### config.mk
export PLATFORM = sky130hd
export DESIGN_NAME = rgb_to_hsl_conversion_flat
export DESIGN_NICKNAME = d
export VERILOG_FILES = /design/src/rtl/rth_pkg.sv /design/src/rtl/rth_if.sv /design/src/rtl/rgb_to_hsl_conversion.sv /design/src/rtl/rth_front.sv /design/src/rtl/rth_div_stage.sv /design/src/flat_wrapper.sv
export SDC_FILE = /design/constraint.sdc
export NUM_CORES = 1
export LEC_CHECK = 0
export BUFFER_PORTS_ARGS = -buffer_cell sky130_fd_sc_hd__buf_2
export CAP_MARGIN = 15
export CORE_ASPECT_RATIO = 0.8
export CORE_MARGIN = 10
export CORE_UTILIZATION = 38
export DETAILED_ROUTE_END_ITERATION = 12
export MAX_ROUTING_LAYER = met4
export SETUP_SLACK_MARGIN = 0.15
export SLEW_MARGIN = 10
export SYNTH_ARGS = -nofsm -noshare
export SYNTH_HDL_FRONTEND = slang
export SYNTH_SLANG_ARGS = --single-unit
export TNS_END_PERCENT = 1
### constraint.sdc
create_clock -name clock -period 14.07 [get_ports clock]
set_clock_uncertainty 0.2 [all_clocks]
set_input_delay 1.407 -clock clock [delete_from_list [all_inputs] [get_ports clock]]
set_output_delay 1.407 -clock clock [all_outputs]
set_load 0.02 [all_outputs]
### src/rtl/rth_pkg.sv
`timescale 1ns / 1ps
// ----------------------------------------------------------------------------
// RGB to HSL package
// Widths, the pipeline record and defaults shared by the conversion pipeline.
// ----------------------------------------------------------------------------
package rth_pkg;

   localparam int CHAN_W  = 8;   // one color channel
   localparam int FRAC_W  = 16;  // hue, saturation and lightness
   localparam int SUM_W   = CHAN_W + 1;
   localparam int HUE_W   = 11;  // hue numerator and divisor, 6*d <= 1530
   localparam int SAT_W   = CHAN_W; // saturation divisor, never above 255

   localparam int DIV_BITS_PER_STAGE = 2;

   // Record carried down the divider stages
   typedef struct packed {
      logic                grey;
      logic [HUE_W-1:0]    hue_rem;
      logic [HUE_W-1:0]    hue_div;
      logic [FRAC_W-1:0]   hue_q;
      logic [SAT_W-1:0]    sat_rem;
      logic [SAT_W-1:0]    sat_div;
      logic [FRAC_W-1:0]   sat_low;
      logic [FRAC_W-1:0]   sat_q;
      logic [FRAC_W-1:0]   lightness;
      logic [CHAN_W-1:0]   alpha;
   } stage_type;

endpackage

### src/rtl/rth_if.sv
`timescale 1ns / 1ps
// ----------------------------------------------------------------------------
// RGB to HSL channels
// Valid/ready channels for pixel beats in and HSL beats out.
// ----------------------------------------------------------------------------
interface rth_req_if;
   import rth_pkg::*;

   logic              valid;
   logic              ready;
   logic [CHAN_W-1:0] red;
   logic [CHAN_W-1:0] green;
   logic [CHAN_W-1:0] blue;
   logic [CHAN_W-1:0] alpha;

   modport source (output valid, red, green, blue, alpha, input ready);
   modport sink   (input valid, red, green, blue, alpha, output ready);
endinterface

interface rth_rsp_if;
   import rth_pkg::*;

   logic              valid;
   logic              ready;
   logic [FRAC_W-1:0] hue;
   logic [FRAC_W-1:0] saturation;
   logic [FRAC_W-1:0] lightness;
   logic [CHAN_W-1:0] alpha_out;

   modport source (output valid, hue, saturation, lightness, alpha_out, input ready);
   modport sink   (input valid, hue, saturation, lightness, alpha_out, output ready);
endinterface

### src/rtl/rgb_to_hsl_conversion.sv
`timescale 1ns / 1ps
// ----------------------------------------------------------------------------
// RGB to HSL conversion
// Pixel stream converter: RGBA beats in, 16-bit HSL plus alpha beats out.
// ----------------------------------------------------------------------------
//  channel    dir   handshake               payload
//  req_chan   in    valid/ready (sink)      red, green, blue, alpha
//  rsp_chan   out   valid/ready (source)    hue, saturation, lightness, alpha_out
//
//  One beat in per clock while the output is not stalled. The pipeline is
//  the front stage, the restoring divider stages that retire BITS_PER_STAGE
//  quotient bits each, and the output register.
//  Synchronous reset clears every stage's valid bit; payload is not reset.
//  A stage holds while its successor is full and stalled; empty stages
//  still fill, so bubbles close up under backpressure.
// ----------------------------------------------------------------------------
module rgb_to_hsl_conversion #(
   parameter int BITS_PER_STAGE = rth_pkg::DIV_BITS_PER_STAGE
) (
   input  logic      clock,
   input  logic      reset,
   rth_req_if.sink   req_chan,
   rth_rsp_if.source rsp_chan
);
   import rth_pkg::*;

   localparam int NUM_STAGES = FRAC_W / BITS_PER_STAGE;

   logic      valid_w [NUM_STAGES+1];
   logic      ready_w [NUM_STAGES+1];
   stage_type data_w  [NUM_STAGES+1];

   logic              out_valid_ff;
   logic [FRAC_W-1:0] hue_ff;
   logic [FRAC_W-1:0] sat_ff;
   logic [FRAC_W-1:0] light_ff;
   logic [CHAN_W-1:0] alpha_ff;
   logic              out_ready;
   stage_type         last;

   rth_front u_front (
      .clock     (clock),
      .reset     (reset),
      .req_chan  (req_chan),
      .out_valid (valid_w[0]),
      .out_ready (ready_w[0]),
      .out_data  (data_w[0])
   );

   for (genvar s = 0; s < NUM_STAGES; s++) begin : g_div
      rth_div_stage #(
         .BITS_PER_STAGE (BITS_PER_STAGE)
      ) u_stage (
         .clock     (clock),
         .reset     (reset),
         .in_valid  (valid_w[s]),
         .in_ready  (ready_w[s]),
         .in_data   (data_w[s]),
         .out_valid (valid_w[s+1]),
         .out_ready (ready_w[s+1]),
         .out_data  (data_w[s+1])
      );
   end

   assign out_ready           = !out_valid_ff || rsp_chan.ready;
   assign ready_w[NUM_STAGES] = out_ready;
   assign last                = data_w[NUM_STAGES];

   always_ff @(posedge clock) begin
      if (reset) begin
         out_valid_ff <= 1'b0;
      end else if (out_ready) begin
         out_valid_ff <= valid_w[NUM_STAGES];
      end
   end

   // Grey pixels force hue and saturation to zero
   always_ff @(posedge clock) begin
      if (out_ready && valid_w[NUM_STAGES]) begin
         hue_ff   <= last.grey ? '0 : last.hue_q;
         sat_ff   <= last.grey ? '0 : last.sat_q;
         light_ff <= last.lightness;
         alpha_ff <= last.alpha;
      end
   end

   assign rsp_chan.valid      = out_valid_ff;
   assign rsp_chan.hue        = hue_ff;
   assign rsp_chan.saturation = sat_ff;
   assign rsp_chan.lightness  = light_ff;
   assign rsp_chan.alpha_out  = alpha_ff;

endmodule

### src/rtl/rth_front.sv
`timescale 1ns / 1ps
// ----------------------------------------------------------------------------
// RGB to HSL front stage
// Finds max/min, lightness and sets up both divisions; one register stage.
// ----------------------------------------------------------------------------
module rth_front (
   input  logic               clock,
   input  logic               reset,
   rth_req_if.sink            req_chan,
   output logic               out_valid,
   input  logic               out_ready,
   output rth_pkg::stage_type out_data
);
   import rth_pkg::*;

   logic              valid_ff;
   stage_type         data_ff;
   stage_type         data_in;
   logic              ready;

   logic [CHAN_W-1:0] r, g, b;
   logic [CHAN_W-1:0] mx, mn, d;
   logic [SUM_W-1:0]  sum;
   logic [SUM_W-1:0]  den_hi;
   logic [HUE_W-1:0]  d_ext, g_ext, b_ext, r_ext, n;
   logic [SUM_W+CHAN_W-1:0] light_x;

   assign ready          = !valid_ff || out_ready;
   assign req_chan.ready = ready;

   always_comb begin
      r = req_chan.red;
      g = req_chan.green;
      b = req_chan.blue;
      mx = (r > g) ? r : g;
      mx = (mx > b) ? mx : b;
      mn = (r < g) ? r : g;
      mn = (mn < b) ? mn : b;
      d   = mx - mn;
      sum = {1'b0, mx} + {1'b0, mn};
      den_hi = (SUM_W)'(2 * ((1 << CHAN_W) - 1)) - sum;

      d_ext = {{(HUE_W-CHAN_W){1'b0}}, d};
      r_ext = {{(HUE_W-CHAN_W){1'b0}}, r};
      g_ext = {{(HUE_W-CHAN_W){1'b0}}, g};
      b_ext = {{(HUE_W-CHAN_W){1'b0}}, b};

      // Red wins ties over green, green over blue
      if (mx == r) begin
         n = g_ext - b_ext;
         if (g < b) begin
            n = n + (d_ext << 2) + (d_ext << 1);
         end
      end else if (mx == g) begin
         n = (d_ext << 1) + b_ext - r_ext;
      end else begin
         n = (d_ext << 2) + r_ext - g_ext;
      end

      light_x = {sum, {CHAN_W{1'b0}}} + {{CHAN_W{1'b0}}, sum};

      data_in.grey      = (d == '0);
      data_in.hue_rem   = n;
      data_in.hue_div   = (d_ext << 2) + (d_ext << 1);
      data_in.hue_q     = '0;
      // 65535*d splits into d-1 above bit 16 and -d below it
      data_in.sat_rem   = d - CHAN_W'(1);
      data_in.sat_div   = sum[SUM_W-1] || (sum[CHAN_W-1:0] == '1) ?
                          ((sum == SUM_W'((1 << CHAN_W) - 1)) ? sum[CHAN_W-1:0]
                                                              : den_hi[CHAN_W-1:0])
                          : sum[CHAN_W-1:0];
      data_in.sat_low   = FRAC_W'(0) - {{(FRAC_W-CHAN_W){1'b0}}, d};
      data_in.sat_q     = '0;
      data_in.lightness = light_x[FRAC_W:1];
      data_in.alpha     = req_chan.alpha;
   end

   always_ff @(posedge clock) begin
      if (reset) begin
         valid_ff <= 1'b0;
      end else if (ready) begin
         valid_ff <= req_chan.valid;
      end
   end

   always_ff @(posedge clock) begin
      if (ready && req_chan.valid) begin
         data_ff <= data_in;
      end
   end

   assign out_valid = valid_ff;
   assign out_data  = data_ff;

endmodule

### src/rtl/rth_div_stage.sv
`timescale 1ns / 1ps
// ----------------------------------------------------------------------------
// RGB to HSL divider stage
// Retires BITS_PER_STAGE quotient bits of both the hue and saturation divisions.
// ----------------------------------------------------------------------------
module rth_div_stage #(
   parameter int BITS_PER_STAGE = rth_pkg::DIV_BITS_PER_STAGE
) (
   input  logic               clock,
   input  logic               reset,
   input  logic               in_valid,
   output logic               in_ready,
   input  rth_pkg::stage_type in_data,
   output logic               out_valid,
   input  logic               out_ready,
   output rth_pkg::stage_type out_data
);
   import rth_pkg::*;

   logic      valid_ff;
   stage_type data_ff;
   stage_type data_in;

   assign in_ready = !valid_ff || out_ready;

   always_comb begin
      logic [HUE_W:0] hs;
      logic [SAT_W:0] ss;
      logic           hb;
      logic           sb;
      data_in = in_data;
      for (int i = 0; i < BITS_PER_STAGE; i++) begin
         // Restoring step: shift, compare, subtract
         hs = {data_in.hue_rem, 1'b0};
         hb = (hs >= {1'b0, data_in.hue_div});
         if (hb) begin
            hs = hs - {1'b0, data_in.hue_div};
         end
         data_in.hue_rem = hs[HUE_W-1:0];
         data_in.hue_q   = {data_in.hue_q[FRAC_W-2:0], hb};

         ss = {data_in.sat_rem, data_in.sat_low[FRAC_W-1]};
         sb = (ss >= {1'b0, data_in.sat_div});
         if (sb) begin
            ss = ss - {1'b0, data_in.sat_div};
         end
         data_in.sat_rem = ss[SAT_W-1:0];
         data_in.sat_low = {data_in.sat_low[FRAC_W-2:0], 1'b0};
         data_in.sat_q   = {data_in.sat_q[FRAC_W-2:0], sb};
      end
   end

   always_ff @(posedge clock) begin
      if (reset) begin
         valid_ff <= 1'b0;
      end else if (in_ready) begin
         valid_ff <= in_valid;
      end
   end

   always_ff @(posedge clock) begin
      if (in_ready && in_valid) begin
         data_ff <= data_in;
      end
   end

   assign out_valid = valid_ff;
   assign out_data  = data_ff;

endmodule

### src/flat_wrapper.sv
// flat-port wrapper written by rule: the top's interface ports become plain ports
module rgb_to_hsl_conversion_flat import rth_pkg::*;
#(
   parameter int BITS_PER_STAGE = rth_pkg::DIV_BITS_PER_STAGE
)
  (clock, reset, req_chan_valid, req_chan_red, req_chan_green, req_chan_blue, req_chan_alpha, req_chan_ready, rsp_chan_valid, rsp_chan_hue, rsp_chan_saturation, rsp_chan_lightness, rsp_chan_alpha_out, rsp_chan_ready);
  rth_req_if req_chan_i ();
  rth_rsp_if rsp_chan_i ();
  input  logic clock;
  input  logic reset;
  input wire logic [$bits(req_chan_i.valid)-1:0] req_chan_valid;
  input wire logic [$bits(req_chan_i.red)-1:0] req_chan_red;
  input wire logic [$bits(req_chan_i.green)-1:0] req_chan_green;
  input wire logic [$bits(req_chan_i.blue)-1:0] req_chan_blue;
  input wire logic [$bits(req_chan_i.alpha)-1:0] req_chan_alpha;
  output wire logic [$bits(req_chan_i.ready)-1:0] req_chan_ready;
  output wire logic [$bits(rsp_chan_i.valid)-1:0] rsp_chan_valid;
  output wire logic [$bits(rsp_chan_i.hue)-1:0] rsp_chan_hue;
  output wire logic [$bits(rsp_chan_i.saturation)-1:0] rsp_chan_saturation;
  output wire logic [$bits(rsp_chan_i.lightness)-1:0] rsp_chan_lightness;
  output wire logic [$bits(rsp_chan_i.alpha_out)-1:0] rsp_chan_alpha_out;
  input wire logic [$bits(rsp_chan_i.ready)-1:0] rsp_chan_ready;
  assign req_chan_i.valid = req_chan_valid;
  assign req_chan_i.red = req_chan_red;
  assign req_chan_i.green = req_chan_green;
  assign req_chan_i.blue = req_chan_blue;
  assign req_chan_i.alpha = req_chan_alpha;
  assign req_chan_ready = req_chan_i.ready;
  assign rsp_chan_valid = rsp_chan_i.valid;
  assign rsp_chan_hue = rsp_chan_i.hue;
  assign rsp_chan_saturation = rsp_chan_i.saturation;
  assign rsp_chan_lightness = rsp_chan_i.lightness;
  assign rsp_chan_alpha_out = rsp_chan_i.alpha_out;
  assign rsp_chan_i.ready = rsp_chan_ready;
  rgb_to_hsl_conversion #(.BITS_PER_STAGE(BITS_PER_STAGE)) u_core (.clock(clock), .reset(reset), .req_chan(req_chan_i), .rsp_chan(rsp_chan_i));
endmodule
# After elaboration in Yosys (flattened, before gate mapping)
# Index checks and enable logic that the tools add are counted.
# W data, S select, Z words.
[word_totals] register_bits=811 latchBits=0 ram_bits=0 romBits=0 wordCells=260 n_memories=0
[classes] n_addsub=44 multipliers=0 div=0 order_cmp=37 n_eq_ne=4 shifts=0 muxes=39 n_bitwise=0 n_reduce_logical=32
[op_table] op="$mux W11" n=18
[op_table] op="$ge A12 B11 Y1" n=16
[op_table] op="$mux W8" n=21
[op_table] op="$sub A11 B11 Y11" n=15
[op_table] op="$ge A9 B8 Y1" n=16
[op_table] op="$sub A8 B8 Y8" n=16
[op_table] op="$lt A8 B8 Y1" n=3
[op_table] op="$add A17 B9 Y17" n=1
[op_table] op="$eq A8 B8 Y1" n=2
[op_table] op="$gt A8 B8 Y1" n=2
[op_table] op="$add A10 B8 Y11" n=1
[op_table] op="$add A10 B9 Y11" n=1
[op_table] op="$add A11 B10 Y11" n=1
[op_table] op="$add A11 B9 Y11" n=1
[op_table] op="$logic_or A1 B1 Y1" n=11
[op_table] op="$sub A10 B8 Y11" n=1
[op_table] op="$sub A11 B8 Y11" n=1
[op_table] op="$add A9 B8 Y10" n=1
[op_table] op="$logic_and A1 B1 Y1" n=10
[op_table] op="$logic_not A1 Y1" n=10
[op_table] op="$add A8 B8 Y9" n=1
[op_table] op="$eq A9 B8 Y1 const B" n=1
[op_table] op="$sub A1 B8 Y9 const A" n=1
[op_table] op="$sub A8 B8 Y9" n=1
[op_table] op="other kinds (4)" n=4

# Logic depth before layout (Yosys ltp)
# Gate-level depths: netlist (run 1).
[logic_depth] depth_word=12 ltp_mapped=40 depth_no_buf=37

# Modules after synthesis
# From an unflattened synthesis (run 1), not the netlist that was laid out.
[hier_totals] cells_unflattened=4095 hier_area_um2=53378.7
[modules_own_cells] mod="rth_div_stage (u_core.g_div[2].u_stage ...)" instances=4 cells_per_inst=404 area_per_inst_um2=5506.5 seq_area_each_um2=3293.2
[modules_own_cells] mod="rth_div_stage (u_core.g_div[0].u_stage ...)" instances=4 cells_per_inst=410 area_per_inst_um2=5489.0 seq_area_each_um2=3293.2
[modules_own_cells] mod="rth_front" instances=1 cells_per_inst=743 area_per_inst_um2=7450.9 seq_area_each_um2=2062.0
[modules_own_cells] mod="rgb_to_hsl_conversion" instances=1 cells_per_inst=96 area_per_inst_um2=1945.6 seq_area_each_um2=1701.6

# Worst setup path before layout (run 1)
# No wires, ideal clock.
[synth_timing] path_type="input port to flip-flop" start="in rsp_chan_ready" end="reg u_core.g_div[4].u_stage.data_ff, in the netlist u_core.g_div[4].u_stage.out_data[0], enable pin" arrival_time_ns=8.077 path_slack_ns=5.138 cell_stages=5 cell_sequence="nor2b_1 and2_1 and3_1 clkbuf_1 a21boi_0"
[synth_via] elab_chain_cells=6
[synth_lines] element="from (decl)" line="flat_wrapper.sv:22" rtl="input wire logic [$bits(rsp_chan_i.ready)-1:0] rsp_chan_ready;"
[synth_lines] element="$logic_or A1 B1 Y1" line="rgb_to_hsl_conversion.sv:65" rtl="assign out_ready = !out_valid_ff || rsp_chan.ready;"
[synth_lines] element="$logic_or A1 B1 Y1 (4 in a row)" line="rth_div_stage.sv:24" rtl="assign in_ready = !valid_ff || out_ready;"
[synth_lines] element="$logic_and A1 B1 Y1" line="rth_div_stage.sv:62" rtl="if (in_ready && in_valid) begin"
[synth_lines] element="to (signal assigned)" line="rth_div_stage.sv:63" rtl="data_ff <= data_in;"
[synth_lines] element="to (decl)" line="rth_div_stage.sv:21" rtl="stage_type data_ff;"
# No other way between the ends.
# A chain may end at the register's enable or synchronous reset.

==> results of run 1 <==
## per-stage QoR
stage | cell area [um^2] | hold slack, ns | utilization | power [mW] | std cells
6_report | 47200 | 0.2030 | 0.4289 | 10.24 | 5092
3_3_place_gp | 44390 | 0.2004 | 0.4033 | 7.991 | 4940
2_1_floorplan | 42010 | 0.2003 | - | 7.003 | 3423
3_5_place_dp | 44390 | 0.2045 | 0.4033 | 8.045 | 4940
5_1_grt | 47200 | 0.2085 | 0.4289 | 11.09 | 5092
4_1_cts | 47190 | 0.2043 | 0.4287 | 10.32 | 5090
## final cells by class
type / count / area [um^2] / area share
Tap cell: 1443 / 1805 / 0.03825
Clock buffer: 99 / 2168 / 0.04594
Sequential cell: 756 / 22600 / 0.4788
Inverter: 337 / 1265 / 0.02680
Clock inverter: 51 / 625.6 / 0.01325
Multi-Input combinational cell: 2283 / 18040 / 0.3822
Timing Repair Buffer: 123 / 694.4 / 0.01471
## cells in the final DEF (no fill, tap or decap), drive strengths merged, types with 25 or more instances in the layout
cell	count
nor3	57
mux2i	44
nand2b	38
a21oi	225
edfxtp	746
xor2	84
ha	373
fa	53
a21boi	26
nor2b	109
clkinv	27
a21o	80
o21a	25
clkbuf	99
buf	123
nand3	43
inv	342
o21bai	38
nor2	191
xnor2	166
nand4	41
o21ai	194
nand2	144
mux2	139
## power breakdown
| part | internal [mW] | switching (mW) | total, mW |
|---|---|---|---|
| combinational | 2.21 | 2.79 | 4.99 |
| sequential | 2.94 | 0.0992 | 3.04 |
| clock | 1.33 | 0.884 | 2.21 |
| total | 6.47 | 3.77 | 10.2 |
## state kept, by name (all words and copies together) (netlist names)
name / count
u_core.g_div.u_stage.out_data: 622
u_core.u_front.out_data: 68
u_core.rsp_chan.hue: 16
u_core.rsp_chan.lightness: 16
u_core.rsp_chan.saturation: 16
u_core.g_div.u_stage.out_valid: 8
u_core.rsp_chan.alpha_out: 8
u_core.rsp_chan.valid: 1
u_core.u_front.out_valid: 1
## worst min path at each step
stage	end	depth (start not counted)
6_report	u_core.g_div[4].u_stage.out_data[18]	0
5_1_grt	u_core.g_div[4].u_stage.out_data[11]	0
4_1_cts	u_core.g_div[4].u_stage.out_data[18]	0
3_5_place_dp	u_core.g_div[0].u_stage.out_data[21]	0
3_3_place_gp	u_core.g_div[7].u_stage.out_data[110]	0
2_1_floorplan	u_core.g_div[0].u_stage.out_data[0]	0
## kinds of logic (layout without fill, tap and decap cells)
kind of cell | after synthesis | count (layout)
mux | 183 | 183
simple gates | 713 | 713
fa+ha+maj | 426 | 426
buf+inv | 384 | 610
flops | 756 | 756
compound gates | 711 | 711
xor+xnor | 250 | 250
## per-layer routing
| metal | vias to the layer above | global-route usage | part of all wire |
|---|---|---|---|
| met1 | 11970 | 0.1917 | 0.50 |
| met5 | - | - | 0 |
| li1 | 12850 | - | - |
| met4 | 0 | 0.03966 | 0.025 |
| met3 | 128 | 0.01674 | 0.029 |
| met2 | 342 | 0.2147 | 0.44 |
## worst max-delay path, delay by kind of cell
family | cells | cell delay (ns)
fa+ha+maj | 6 | 2.15
compound gates | 10 | 1.90
buf+inv | 8 | 1.50
simple gates | 7 | 1.47
xor+xnor | 2 | 0.93
mux | 1 | 0.07
==> results.sh, run 1 <==
export IMPL_postCtsSetupRepairBufs=0
export IMPL_slowest_delay_ns=0.75
export IMPL_die_y_um=317.4
export IMPL_fin_ws_ns=4.776
export IMPL_first_iter_violations=1411
export IMPL_synth_edf_count=746
export IMPL_drt_first_pass_iters=7
export IMPL_synth_compound_area_frac=0.1065
export IMPL_timing_critical_path_to_type="flip-flop"
export IMPL_synth_area_mux_share=0.04774
export IMPL_ctsRootBufferMaster="clkbuf_16"
export IMPL_hold_class="flip-flop to flip-flop"
export IMPL_start_util=0.3817
export IMPL_grt_max_degree=76
export IMPL_tns_ns=0
export IMPL_yosys_warnings=0
export IMPL_area_delta_synth_final_pct=12.36
export IMPL_ys_types=79
export IMPL_reg2regPathDepth=18
export IMPL_worstPathArrival_ns=9.44
export IMPL_ys_seq_elements=756
export IMPL_insertion_delay_ns=0.64
export IMPL_cts_resized=0
export IMPL_syn_avg_cell_area_um2=12.27
export IMPL_globalplace_congestion=0.8558
export IMPL_power_leakage_nw=18.42
export IMPL_critPathKind="input port to flip-flop"
export IMPL_drcViolationCount=0
export IMPL_cap_violations=0
export IMPL_htreeDepth=3
export IMPL_p_per_area_nw_per_um2=217.0
export IMPL_cts_sinks=756
export IMPL_routed_wl_mm=83.94
export IMPL_async_flop_share=0
export IMPL_synth_top_area_cell="edfxtp_1"
export IMPL_netlist_area_um2=42010
export IMPL_post_dp_hpwl_mm=63.54
export IMPL_grt_pass1_wl_mm=136.5
export IMPL_r2r_slack_ns=7.86
export IMPL_antenna_found_initial=3
export IMPL_ir_drop_mv=0.1761
export IMPL_io_pins=94
export IMPL_synth_ff_type="edfxtp_1"
export IMPL_io_buffers=93
export IMPL_rows=109
export IMPL_grt_overflow=0
export IMPL_ctsLongestPathBuffers=3
export IMPL_n_fill_cell=10170
export IMPL_cts_made_buffers=82
export IMPL_grt_pass1_vias=25330
export IMPL_hold_violations=0
export IMPL_synth_area_leaders="edfxtp_1, ha_1, mux2_2, xnor2_1, inv_1"
export IMPL_slew_violations=0
export IMPL_yosysSeqAreaShare=0.5380
export IMPL_synth_top_family_by_area="adder cells"
export IMPL_yosysMostFrequentCell="edfxtp_1"
export IMPL_viasPerCell=4.965
export IMPL_rr_endpoint="u_core.g_div[0].u_stage.out_data[106]"
export IMPL_path_common_cell="inv_1"
export IMPL_fin_crit_sh=0.6605
export IMPL_drive_above_1_share=0.1211
export IMPL_grt_setup_unrepaired="false"
export IMPL_cp_slowest_cell="xnor2_1"
export IMPL_ant_nets=0
export IMPL_grt_usage=0.1387
export IMPL_start_kind="input port"
export IMPL_yosys_area_share_simple=0.08435
export IMPL_status="completed"
export IMPL_crit_required_ns=14.22
export IMPL_cts_tree="yes"
export IMPL_die_width_um=391.7
export IMPL_rr_startpoint="u_core.u_front.out_data[90]"
export IMPL_core_area_um2=110100
export IMPL_endpoint="u_core.u_front.out_data[108]"
export IMPL_vias=25280
export IMPL_synth_common_cells="edfxtp_1, ha_1, inv_1, a21oi_1, nor2_1"
export IMPL_hp_start="u_core.g_div[3].u_stage.out_data[18]"
export IMPL_wl_per_cell_um=16.48
export IMPL_fmax_mhz=107.6
export IMPL_synth_fa_ha_area_frac=0.1363
export IMPL_fin_nets=4045
export IMPL_pre_cts_slack_ns=3.997
export IMPL_clkTransAtPathRegs_ns=0.06
export IMPL_synth_xor_area_share=0.05212
export IMPL_synthesis_nets=3885
export IMPL_slew_limit_headroom=0.2547
export IMPL_setup_viol=0
export IMPL_worst_pin_slew_ns=1.113
export IMPL_n_antenna_cell=0
export IMPL_hold_buffers=0
export IMPL_die_area_um2=124300
export IMPL_synth_cells=3423
export IMPL_crit_path_start="req_chan_green[5]"
export IMPL_period_minus_slack_ns=9.294
export IMPL_crit_fanout=23
export IMPL_synth_top_area_share=0.5332
Note: power is estimated with default switching activity, not from simulation.
==> inputs of run 2 (changes only) <==
==> constraint.sdc (replaced) <==
create_clock -name clock -period 7.74 [get_ports clock]
set_clock_uncertainty 0.2 [all_clocks]
set_input_delay 0.774 -clock clock [delete_from_list [all_inputs] [get_ports clock]]
set_output_delay 0.774 -clock clock [all_outputs]
set_load 0.02 [all_outputs]
==> run 2 against run 1 <==
- power grew 81%
- setup slack lost 4.1 ns
- die area is the same
- cell count grew 0.51%
- flip-flop and latch count is the same
- non-clock buffer count grew 30
- core utilization is essentially flat
- critical path type unchanged
- largest cell class unchanged
==> results.sh, run 2 (same netlist as run 1, synthesis figures left out) <==
export IMPL_fmax_mhz=141.0
export IMPL_path_buf_inv=5
export IMPL_timing_critical_path_to_type="flip-flop"
export IMPL_core_area_um2=110100
export IMPL_rr_startpoint="u_core.u_front.out_data[90]"
export IMPL_slowest_delay_ns=0.62
export IMPL_grt_pass1_wl_mm=137.3
export IMPL_grt_max_degree=76
export IMPL_crit_required_ns=7.90
export IMPL_io_buffers=93
export IMPL_fin_nets=4074
export IMPL_cts_made_buffers=81
export IMPL_cp_slowest_cell="o41ai_1"
export IMPL_slew_limit_headroom=0.3596
export IMPL_endpoint="u_core.u_front.out_data[109]"
export IMPL_insertion_delay_ns=0.64
export IMPL_crit_path_start="req_chan_green[5]"
export IMPL_globalplace_congestion=0.8892
export IMPL_n_fill_cell=10110
export IMPL_postCtsSetupRepairBufs=0
export IMPL_r2r_slack_ns=1.74
export IMPL_worstPathArrival_ns=7.25
export IMPL_cap_violations=0
export IMPL_post_dp_hpwl_mm=63.67
export IMPL_fin_crit_sh=0.9160
export IMPL_worst_pin_slew_ns=0.9606
export IMPL_vias=25520
export IMPL_wl_per_cell_um=16.41
export IMPL_drt_first_pass_iters=7
export IMPL_start_kind="input port"
export IMPL_hold_violations=0
export IMPL_critPathKind="input port to flip-flop"
export IMPL_cts_tree="yes"
export IMPL_htreeDepth=3
export IMPL_routed_wl_mm=83.97
export IMPL_path_depth=30
export IMPL_mostFrequentLayoutCells="edfxtp_1, ha_1, inv_1, a21oi_1, nor2_1"
export IMPL_setup_viol=0
export IMPL_final_common_cell="edfxtp_1"
export IMPL_grt_pass1_vias=25670
export IMPL_hold_buffers=0
export IMPL_cts_sinks=756
export IMPL_rr_endpoint="u_core.g_div[0].u_stage.out_data[106]"
export IMPL_start_util=0.3817
export IMPL_die_width_um=391.7
export IMPL_die_y_um=317.4
export IMPL_drive_above_1_share=0.1265
export IMPL_drcViolationCount=0
export IMPL_status="completed"
export IMPL_grt_usage=0.1394
export IMPL_pre_cts_slack_ns=-0.04363
export IMPL_ctsRootBufferMaster="clkbuf_16"
export IMPL_ctsLongestPathBuffers=3
export IMPL_hp_start="req_chan_alpha[5]"
export IMPL_rows=109
export IMPL_period_minus_slack_ns=7.090
export IMPL_first_iter_violations=1479
export IMPL_area_delta_synth_final_pct=12.47
export IMPL_p_per_area_nw_per_um2=391.5
export IMPL_die_area_um2=124300
export IMPL_slew_violations=0
export IMPL_grt_setup_unrepaired="true"
export IMPL_grt_overflow=0
export IMPL_finalPower_mw=18.50
export IMPL_clkTransAtPathRegs_ns=0.06
export IMPL_n_antenna_cell=0
export IMPL_ant_nets=0
export IMPL_power_leakage_nw=18.50
export IMPL_viasPerCell=4.986
export IMPL_critPathTopFamily="compound AO/OA/AOI/OAI gates"
export IMPL_antenna_found_initial=5
export IMPL_io_pins=94
export IMPL_hold_class="input port to flip-flop"
export IMPL_largest_reg_flops=622
export IMPL_reg2regPathDepth=19
export IMPL_ir_drop_mv=0.2787
export IMPL_fin_ws_ns=0.6498
export IMPL_crit_fanout=16
==> run 2: cell types whose count changed in the layout (fill, tap and decap cells not counted), moves of 2 or more <==
cell,before,now
clkinv_1,11,17
clkinv_2,10,14
buf_4,29,60
clkinvlp_4,7,2
bufinv_16,12,7
clkbuf_1,14,12
==> run 2: layout make-up <==
cell class | instances | area, um^2 | share of cell area
multi-input cells | 2283 | 18050 | 0.3820
clock buffers | 95 | 2122 | 0.04491
flip-flops and latches | 756 | 22600 | 0.4784
repair buffers | 153 | 915.9 | 0.01938
inverters | 337 | 1265 | 0.02677
clock inverters | 51 | 489.2 | 0.01035
well taps | 1443 | 1805 | 0.03821
==> run 2: metrics by stage <==
step / std cells / setup TNS, ns / hold slack, ns / instance area, um^2 / utilization
floorplan: 3423 / -48.38 / 0.2003 / 42010 / -
global placement: 4972 / 0 / 0.2009 / 44630 / 0.4055
detailed placement: 4972 / -0.04363 / 0.2045 / 44630 / 0.4055
CTS: 5118 / 0 / 0.06369 / 47240 / 0.4292
global route: 5118 / 0 / 0.07573 / 47250 / 0.4293
finish: 5118 / 0 / 0.1099 / 47250 / 0.4293
==> run 2: where the power goes <==
| part | leakage (nW) | internal [mW] | switching, mW |
|---|---|---|---|
| combinational | 10.3 | 4.09 | 5.09 |
| sequential | 6.89 | 5.34 | 0.184 |
| clock | 1.28 | 2.21 | 1.58 |
| total | 18.5 | 11.6 | 6.86 |
==> run 2: worst min path at each step <==
stage | slack (ns) | endpoint | depth (start not counted)
2_1_floorplan | 0.20 | u_core.g_div[0].u_stage.out_data[0] | 0
3_3_place_gp | 0.20 | u_core.g_div[2].u_stage.out_data[110] | 0
3_5_place_dp | 0.20 | u_core.g_div[0].u_stage.out_data[110] | 0
4_1_cts | 0.06 | u_core.u_front.out_data[5] | 1
5_1_grt | 0.08 | u_core.u_front.out_data[5] | 1
6_report | 0.11 | u_core.u_front.out_data[5] | 1
==> run 2: repair_timing <==
item | in CTS | in global routing
endpoints found under the setup margin | 0 | 2
hold endpoints to repair | 0 | 0
gates resized for setup | 0 | 2
==> run 2: metal layers <==
layer / part of all wire / vias up / global-route usage
met3: 0.037 / 143 / 0.01928
met1: 0.49 / 12070 / 0.1920
li1: - / 12890 / -
met2: 0.44 / 417 / 0.2145
met5: 0 / - / -
met4: 0.026 / 0 / 0.04085
==> inputs of run 3 (changes only) <==
==> constraint.sdc (replaced) <==
create_clock -name clock -period 7.74 [get_ports clock]
set_clock_uncertainty 0.2 [all_clocks]
set_input_delay 0 -clock clock [delete_from_list [all_inputs] [get_ports clock]]
set_output_delay 0 -clock clock [all_outputs]
set_load 0.02 [all_outputs]
==> run 3 against run 2 <==
- register-to-register slack improved by 0.04 ns
- routed wire length fell by 1.5%
- clock power rose by 2%
- sequential share of layout area fell by 0.15 points
- sequential power barely moved
- maximum frequency rose by 1.1%
==> results.sh, run 3 (same netlist as run 1, synthesis figures left out) <==
export IMPL_status="completed"
export IMPL_die_width_um=391.7
export IMPL_grt_pass1_vias=25000
export IMPL_final_common_cell="edfxtp_1"
export IMPL_area_delta_synth_final_pct=12.83
export IMPL_fin_ws_ns=0.7288
export IMPL_hold_violations=0
export IMPL_fin_nets=4073
export IMPL_drive_above_1_share=0.1217
export IMPL_timing_critical_path_to_type="flip-flop"
export IMPL_io_pins=94
export IMPL_fin_cells=5116
export IMPL_grt_pass1_wl_mm=134.3
export IMPL_mostFrequentLayoutCells="edfxtp_1, ha_1, inv_1, a21oi_1, nor2_1"
export IMPL_wl_per_cell_um=16.16
export IMPL_postLayoutCoreUtil=0.4307
export IMPL_start_kind="input port"
export IMPL_critPathTopFamily="adder cells"
export IMPL_slew_limit_headroom=0.2643
export IMPL_dr_wl_met2_mm=35.95
export IMPL_ant_nets=0
export IMPL_crit_required_ns=7.91
export IMPL_largest_reg_flops=622
export IMPL_worstPathArrival_ns=7.18
export IMPL_routed_wl_mm=82.67
export IMPL_drt_first_pass_iters=5
export IMPL_viasPerCell=4.932
export IMPL_die_area_um2=124300
export IMPL_pre_cts_slack_ns=0.1853
export IMPL_grt_usage=0.1371
export IMPL_finalPower_mw=18.55
export IMPL_first_iter_violations=1431
export IMPL_ctsLongestPathBuffers=3
export IMPL_insertion_delay_ns=0.65
export IMPL_cts_tree="yes"
export IMPL_crit_fanout=15
export IMPL_drcViolationCount=0
export IMPL_slowest_delay_ns=0.61
export IMPL_die_y_um=317.4
export IMPL_path_buf_inv=8
export IMPL_n_antenna_cell=0
export IMPL_n_fill_cell=10130
export IMPL_core_area_um2=110100
export IMPL_worst_pin_slew_ns=1.101
export IMPL_fmax_mhz=142.6
export IMPL_ctsRootBufferMaster="clkbuf_16"
export IMPL_antenna_found_initial=2
export IMPL_critPathKind="input port to flip-flop"
export IMPL_cts_sinks=756
export IMPL_htreeDepth=3
export IMPL_cts_made_buffers=79
export IMPL_hold_class="input port to flip-flop"
export IMPL_io_buffers=93
export IMPL_slew_violations=0
export IMPL_path_common_cell="ha_1"
export IMPL_rows=109
export IMPL_power_leakage_nw=18.50
export IMPL_start_util=0.3817
export IMPL_whs_ns=0.05204
export IMPL_grt_overflow=0
export IMPL_cap_violations=0
export IMPL_globalplace_congestion=0.8797
export IMPL_setup_viol=0
export IMPL_dr_wl_met3_mm=2.802
export IMPL_fin_crit_sh=0.9058
export IMPL_post_dp_hpwl_mm=62.75
export IMPL_grt_setup_unrepaired="true"
export IMPL_ir_drop_mv=0.3495
export IMPL_clkTransAtPathRegs_ns=0.06
export IMPL_period_minus_slack_ns=7.011
export IMPL_highest_layer="met4"
export IMPL_wl_met1_mm=41.86
export IMPL_p_per_area_nw_per_um2=391.3
export IMPL_dp_cells=4944
export IMPL_vias=25230
export IMPL_cp_slowest_cell="fa_1"
export IMPL_r2r_slack_ns=1.78
export IMPL_grt_max_degree=76
run 3: cell types whose count changed in the layout (fill, tap and decap cells not counted), sizes merged:
cell and delta:
dlygate4sd3 +28, buf -27, clkinv -12, clkinvlp +3
bufinv +4, clkbuf +3, inv -1
run 3: repair_timing:
item,CTS,global route
buffers inserted,0,1
endpoints found under the hold margin,41,0
hold buffers,28,0
gates resized for setup,0,14
setup endpoints to repair,0,5
run 3: layout make-up:
class	instances	area [um^2]	area share
Multi-Input combinational cell	2283	18090	0.3817
Timing Repair Buffer	154	997.2	0.02104
Clock inverter	45	538.0	0.01135
Clock buffer	98	2100	0.04429
Inverter	337	1265	0.02669
Tap cell	1443	1805	0.03809
Sequential cell	756	22600	0.4768
run 3: worst paths after layout:
check                                            start                                    end  cells after the start
setup / recovery                     req_chan_green[0]           u_core.u_front.out_data[106]                     35
hold / removal                       req_chan_green[1]           u_core.u_front.out_data[100]                      4
setup reg to reg           u_core.u_front.out_data[90]  u_core.g_div[0].u_stage.out_data[106]                     19
hold reg to reg   u_core.g_div[0].u_stage.out_data[12]   u_core.g_div[1].u_stage.out_data[12]                      0
run 3: metal layers:
metal	vias up	track usage
met5	-	-
met4	0	0.03983
met3	131	0.01970
met2	364	0.2073
met1	11860	0.1915
li1	12880	-
run 3: power by group:
| group | internal, mW | switching [mW] |
|---|---|---|
| sequential | 5.34 | 0.182 |
| clock | 2.30 | 1.56 |
| combinational | 4.09 | 5.08 |
run 3: through the flow:
stage                     setup TNS, ns  area [um^2]
final                                 0        47400
after global routing                  0        47400
after CTS                             0        47340
after detailed placement              0        44420
after global placement                0        44420
after floorplan                  -21.09        42010
run 3: worst reg2reg max path, stage by stage (launching register included):
cell	delay (ns)
edfxtp_1	0.45
inv_1	0.17
ha_1	0.26
nor2b_1	0.13
o21a_1	0.19
o31ai_1	0.35
a211oi_1	0.15
or4_1	0.76
o21ai_0	0.47
inv_1	0.09
ha_1	0.30
nor2b_1	0.13
o21ai_0	0.23
a21oi_1	0.13
o21ai_0	0.26
a21oi_1	0.18
a41oi_1	0.25
buf_4	0.19
and2_1	0.41
mux2_2	0.40
